==> src/rtl/core/multidim_histogram_binner_unit_defines.svh <==
// Assertion macros used by the histogram binner controller.
`ifndef MULTIDIM_HISTOGRAM_BINNER_UNIT_DEFINES_SVH
`define MULTIDIM_HISTOGRAM_BINNER_UNIT_DEFINES_SVH

// Checks that an antecedent implies a consequent in the same cycle.
`define MHB_ASSERT_IMP(label, clk, rst_n, ante, cons, msg) \
	label: assert property (@(posedge clk) disable iff (!rst_n) (ante) |-> (cons)) \
		else $error(msg);

// Checks that an antecedent implies a consequent in the next cycle.
`define MHB_ASSERT_NEXT(label, clk, rst_n, ante, cons, msg) \
	label: assert property (@(posedge clk) disable iff (!rst_n) (ante) |=> (cons)) \
		else $error(msg);

`endif

==> src/rtl/core/mhb_pkg.sv <==
// Package with the request, result and command types of the histogram binner.
`default_nettype none
package mhb_pkg;
	localparam int unsigned CMD_W = 2;
	localparam logic [1:0] CMD_EDGE = 2'd0;
	localparam logic [1:0] CMD_ACC = 2'd1;
	localparam logic [1:0] CMD_READ = 2'd2;
	localparam logic [1:0] CMD_CLEAR = 2'd3;

	localparam logic [1:0] ST_DONE = 2'd0;
	localparam logic [1:0] ST_OOB = 2'd1;
	localparam logic [1:0] ST_BEYOND = 2'd2;
	localparam logic [1:0] ST_BADIDX = 2'd3;

	localparam logic [2:0] REG_DIMS = 3'd0;
	localparam logic [2:0] REG_E0 = 3'd1;
	localparam logic [2:0] REG_E1 = 3'd2;
	localparam logic [2:0] REG_E2 = 3'd3;
	localparam logic [2:0] REG_E3 = 3'd4;
	localparam logic [2:0] REG_WEIGHTED = 3'd5;

	typedef struct packed {
		logic [1:0] cmd;
		logic [7:0] edge_index;
		logic signed [31:0] edge_value;
		logic signed [31:0] coord0;
		logic signed [31:0] coord1;
		logic signed [31:0] coord2;
		logic signed [31:0] coord3;
		logic [31:0] weight;
		logic [11:0] bin_select;
	} req_t;

	typedef struct packed {
		logic [1:0] status;
		logic [11:0] bin_index;
		logic [31:0] bin_value;
	} res_t;

	// Datapath commands from the controller.
	typedef struct packed {
		logic load;       // capture request, reset per-item state
		logic edge_wr;    // write edge store
		logic chk_rd;     // issue edge read for bounds check (first or last)
		logic chk_last;   // last edge, for the read or the evaluation
		logic chk_eval;   // evaluate returned edge against coordinate
		logic srch_rd;    // issue scan read
		logic srch_eval;  // evaluate scanned edge
		logic dim_next;   // advance dimension (bounds phase)
		logic dim_fold;   // fold bin into flat index, advance dimension
		logic hist_rd;    // read histogram entry
		logic hist_wr;    // write histogram entry
		logic sweep_wr;   // clearing pass write
		logic res_load;   // capture result
	} cmd_t;

	// Datapath status to the controller.
	typedef struct packed {
		logic bad_layout;
		logic out_of_bounds;
		logic last_dim;
		logic srch_done;
		logic flat_beyond;
		logic sel_beyond;
		logic sweep_done;
	} stat_t;
endpackage
`default_nettype wire

==> src/rtl/core/mhb_ctrl.sv <==
// Controller state machine of the histogram binner.
`default_nettype none
`include "multidim_histogram_binner_unit_defines.svh"
module mhb_ctrl (
	input wire logic clk,
	input wire logic arst_n,
	input wire logic in_valid,
	output logic in_stall,
	output logic out_valid,
	input wire logic out_stall,
	input wire logic [1:0] cmd_in,
	input wire mhb_pkg::stat_t st,
	output mhb_pkg::cmd_t cm
);
	import mhb_pkg::*;

	localparam logic [3:0] S_SWEEP = 4'd0;
	localparam logic [3:0] S_IDLE = 4'd1;
	localparam logic [3:0] S_DISPATCH = 4'd2;
	localparam logic [3:0] S_CHK_LO = 4'd3;
	localparam logic [3:0] S_CHK_HI = 4'd4;
	localparam logic [3:0] S_CHK_EV = 4'd5;
	localparam logic [3:0] S_SRCH = 4'd6;
	localparam logic [3:0] S_SRCH_EV = 4'd7;
	localparam logic [3:0] S_FOLD = 4'd8;
	localparam logic [3:0] S_HRD = 4'd9;
	localparam logic [3:0] S_HWAIT = 4'd10;
	localparam logic [3:0] S_HWR = 4'd11;
	localparam logic [3:0] S_RESULT = 4'd12;
	localparam logic [3:0] S_CHK_EV2 = 4'd13;

	logic [3:0] state_q, state_d;
	logic [1:0] cmd_q;
	logic out_valid_q;
	logic out_take;

	assign out_take = out_valid_q && !out_stall;
	assign out_valid = out_valid_q;
	assign in_stall = !(state_q == S_IDLE) || (out_valid_q && out_stall);

	always_comb begin
		state_d = state_q;
		cm = '0;
		unique case (state_q)
			S_SWEEP: begin
				cm.sweep_wr = 1'b1;
				if (st.sweep_done) state_d = S_IDLE;
			end
			S_IDLE: begin
				if (in_valid && !in_stall) begin
					cm.load = 1'b1;
					state_d = S_DISPATCH;
				end
			end
			S_DISPATCH: begin
				unique case (cmd_q)
					CMD_EDGE: begin
						cm.edge_wr = 1'b1;
						state_d = S_RESULT;
					end
					CMD_ACC: begin
						if (st.bad_layout) state_d = S_RESULT;
						else state_d = S_CHK_LO;
					end
					default: begin
						if (st.sel_beyond) state_d = S_RESULT;
						else state_d = S_HRD;
					end
				endcase
			end
			S_CHK_LO: begin
				cm.chk_rd = 1'b1;
				state_d = S_CHK_HI;
			end
			S_CHK_HI: begin
				cm.chk_rd = 1'b1;
				cm.chk_last = 1'b1;
				state_d = S_CHK_EV;
			end
			S_CHK_EV: begin
				cm.chk_eval = 1'b1;
				cm.chk_last = 1'b1;
				state_d = S_CHK_EV2;
			end
			S_CHK_EV2: begin
				cm.chk_eval = 1'b1;
				if (st.last_dim) state_d = S_SRCH;
				else begin
					cm.dim_next = 1'b1;
					state_d = S_CHK_LO;
				end
			end
			S_SRCH: begin
				if (st.out_of_bounds) state_d = S_RESULT;
				else if (st.srch_done) state_d = S_FOLD;
				else begin
					cm.srch_rd = 1'b1;
					state_d = S_SRCH_EV;
				end
			end
			S_SRCH_EV: begin
				cm.srch_eval = 1'b1;
				state_d = S_SRCH;
			end
			S_FOLD: begin
				cm.dim_fold = 1'b1;
				if (st.last_dim) state_d = S_HRD;
				else state_d = S_SRCH;
			end
			S_HRD: begin
				if (cmd_q == CMD_ACC && st.flat_beyond) state_d = S_RESULT;
				else begin
					cm.hist_rd = 1'b1;
					state_d = S_HWAIT;
				end
			end
			S_HWAIT: state_d = S_HWR;
			S_HWR: begin
				if (cmd_q != CMD_READ) cm.hist_wr = 1'b1;
				state_d = S_RESULT;
			end
			S_RESULT: begin
				cm.res_load = 1'b1;
				state_d = S_IDLE;
			end
			default: state_d = S_IDLE;
		endcase
	end

	always_ff @(posedge clk or negedge arst_n) begin
		if (!arst_n) begin
			state_q <= S_SWEEP;
			cmd_q <= CMD_EDGE;
			out_valid_q <= 1'b0;
		end else begin
			state_q <= state_d;
			if (cm.load) cmd_q <= cmd_in;
			if (cm.res_load) out_valid_q <= 1'b1;
			else if (out_take) out_valid_q <= 1'b0;
		end
	end

	`MHB_ASSERT_IMP(a_res_free, clk, arst_n, cm.res_load, !out_valid_q, "result overwrite")
	`MHB_ASSERT_IMP(a_load_idle, clk, arst_n, cm.load, state_q == S_IDLE, "load outside idle")
	`MHB_ASSERT_NEXT(a_res_valid, clk, arst_n, cm.res_load, out_valid_q, "result not presented")
	`MHB_ASSERT_IMP(a_no_wr_read, clk, arst_n, cm.hist_wr, cmd_q != CMD_READ, "write on read request")
endmodule
`default_nettype wire

==> config.mk <==
export PLATFORM = sky130hd
export DESIGN_NAME = mhb_ctrl
export DESIGN_NICKNAME = d
export VERILOG_FILES = /design/src/rtl/core/mhb_pkg.sv /design/src/rtl/core/mhb_ctrl.sv
export VERILOG_INCLUDE_DIRS = /design/src /design/src/rtl/core
export SDC_FILE = /design/constraint.sdc
export NUM_CORES = 1
export LEC_CHECK = 0
export ABC_AREA = 1
export ABC_CLOCK_PERIOD_IN_PS = 1740
export BUFFER_PORTS_ARGS = -buffer_cell sky130_fd_sc_hd__buf_2
export CORE_UTILIZATION = 45
export DETAILED_ROUTE_END_ITERATION = 10
export GPL_ROUTABILITY_DRIVEN = 0
export HOLD_SLACK_MARGIN = 0.12
export PLACE_DENSITY_LB_ADDON = 0.25
export SYNTH_ARGS = -nofsm -noshare
export SYNTH_HDL_FRONTEND = slang
export SYNTH_SLANG_ARGS = --single-unit
export TNS_END_PERCENT = 10
==> constraint.sdc <==
create_clock -name clk -period 1.74 [get_ports clk]
set_clock_uncertainty 0.2 [all_clocks]
set_input_delay 0.261 -clock clk [delete_from_list [all_inputs] [get_ports clk]]
set_output_delay 0.261 -clock clk [all_outputs]
set_load 0.005 [all_outputs]
==> results by group <==
Detailed routing
  • Routed wire length: 2000 µm
  • DRT iter0 DRCs: 46
  • Avg WL per Cell: 12.4 µm
  • Post-route ant nets: 0
  • DRC: 0
  • Vias per inst: 5.16
  • DRT Pass-1 Iters: 4
  • Via total after detailed routing: 836

Synthesis
  • Synth area leader: dfrtp_1
  • Syn Inst Count: 103
  • Post-Syn Area: 614 µm²
  • Sequential area share after synthesis: 28.5%
  • Synth area leaders: dfrtp_1 29%, nand2_1 21%, inv_1 7.9%, nor2_1 7.9%, nor2_2 4.1%
  • Synth unique cells: 22
  • Avg Inst Size Synth: 5.96 µm²
  • Flops & latches, synth: 7
  • Yosys synthesis warning count: 0
  • Post-synth top area share: 28.5%
  • Synthesized Nets: 116

Run status
  • Status: complete, but fails checks
  • Failing checks: setup timing

Timing
  • Highest clock rate: 0.554 GHz
  • Slew Limit Fails: 0
  • Min cycle time layout: 1.80 ns
  • Hold Slack: 0.119 ns
  • Final WS setup: -0.0641 ns
  • # setup viols final: 4
  • RSZ-0062 raised after global routing: yes
  • Slew @ Worst Pin: 0.268 ns
  • Fin crit share: 104%
  • Max_slew headroom: 82.1%
  • Setup TNS: -0.196 ns
  • Final Hold Vio Count: 0

Finish
  • # diodes: 0
  • Final nets: 162
  • Most common cell after layout, fill and taps aside: nand2_1
  • P&R area growth vs syn: 53.4%
  • Fraction of layout instances using a drive strength above 1: 39.2%
  • Most frequent cells in the layout: 32 x nand2_1, 26 x buf_2, 12 x inv_1, 11 x nor2_1, 8 x dlygate4sd3_1

Worst setup path
  • Worst EP required: 1.28 ns
  • Critical path type: reg -> out
  • Crit end category: primary output
  • Startpoint types: register
  • Crit-path max FO: 6
  • WP data arrival: 1.34 ns

Floorplan
  • Die height: 39.0 µm
  • FP Rows: 12
  • Core Region: 1190 µm²
  • IO Pins: 28
  • Starting density of the core: 51.8%
  • Die area: 1520 µm²
  • Chip Width: 39.0 µm

Clocking
  • Clock tree from TritonCTS: yes
  • Htree depth: 1
  • TritonCTS buffer count: 3
  • CTS Root Buffer Type: clkbuf_4
  • Skew-Pair Late Insertion Delay: 0.26 ns
  • Clock Pin Slew Worst Setup and Hold Paths: 0.06 ns
  • Clock Tree Buf Depth: 2
  • Sink Count: 7

Power and ir drop
  • Power density cells: 1590 nW/µm²
  • Peak supply drop: 1020 µV
  • LEAKAGE: 0.570 nW

Global route
  • Initial antenna violation count: 0
  • Number of global-route vias before repair: 735
  • GRT Util Overall: 30.5%
  • Largest net degree at the start of global routing: 8
  • Grt total ovfl: 0
  • First-pass GRT wire length: 3010 µm

Flow run
  • Maxcap violations: 0

Place
  • Port buffer count: 27
  • Final HPWL DP: 1340 µm

Min path
  • HP Class: in -> reg
==> metrics by stage <==
step	area, µm²	util, %	power [W]	setup slack (ns)	cells
after CTS	906	76.4	0.00138	-0.0186	159
after detailed placement	767	64.7	0.00114	0.164	144
after floorplan	614	-	0.000886	0.388	103
after global routing	942	79.4	0.00161	-0.115	162
after global placement	767	64.7	0.00111	0.185	144
final	942	79.4	0.00150	-0.0641	162
==> metal layers <==
metal  global-route usage [%]  share of wire (%)
met1                     31.7                 39
met2                     51.2                 50
met3                     12.1                8.6
met4                     17.2                2.1
met5                        0                  0
==> sequential cells by signal, indices dropped and copies added (netlist names) <==
register,cells
cmd_q,2
state_q,4
out_valid,1
==> layout make-up <==
class	count	area, µm²
Fill cell	83	244
Inverter	18	67.6
Clock buffer	4	26.3
Sequential cell	7	178
Multi-Input combinational cell	78	387
Tap cell	14	17.5
Timing Repair Buffer	41	267
==> worst max-delay path, stage by stage, from the launching register on <==
cell and delay, ns:
dfrtp_2 0.45, inv_2 0.10, nand2_4 0.10, nor2_4 0.14, nand3_2 0.09, inv_2 0.10, buf_6 0.10
==> cells in the mapped netlist (all sizes together) <==
cell / count
nand2: 37
inv: 18
nor2: 18
dfrtp: 7
o21ai: 6
a21oi: 3
nand3: 3
nor3: 3
nand4: 2
nand3b: 1
nor4: 1
o2111ai: 1
o211ai: 1
o22ai: 1
or2: 1
==> kinds of logic after synthesis <==
logic type             share of synthesized area [%]
AND/OR/NAND/NOR                                 49.5
buffers and inverters                           11.0
AO/OA/AOI/OAI                                   11.0
flip-flops                                      28.5
==> path summary, 6_finish.rpt <==
check,from,endpoint,slack [ns],cells past startpoint
max in group asynchronous,arst_n,state_q[1],1.00,2
min,in_valid,cmd_q[0],0.12,4
max reg2reg,state_q[2],state_q[0],0.17,11
min in group asynchronous,arst_n,state_q[0],0.16,2
min reg2reg,cmd_q[0],cmd_q[0],0.39,2
max,state_q[1],cm[12],-0.06,6
==> where the power goes <==
| group | internal, W | switching, W | total, W |
|---|---|---|---|
| sequential | 0.000247 | 0.000105 | 0.000352 |
| clock | 0.0000881 | 0.0000691 | 0.000157 |
| combinational | 0.000398 | 0.000590 | 0.000988 |
| total | 0.000733 | 0.000764 | 0.00150 |
==> timing repair <==
action	in CTS	in global routing
pin swaps	1	3
endpoints found under the hold margin	13	0
setup buffers	3	3
hold buffers	8	0
gates resized for setup	6	4
setup endpoints to repair	5	10
(Power assumes the default switching activity.)
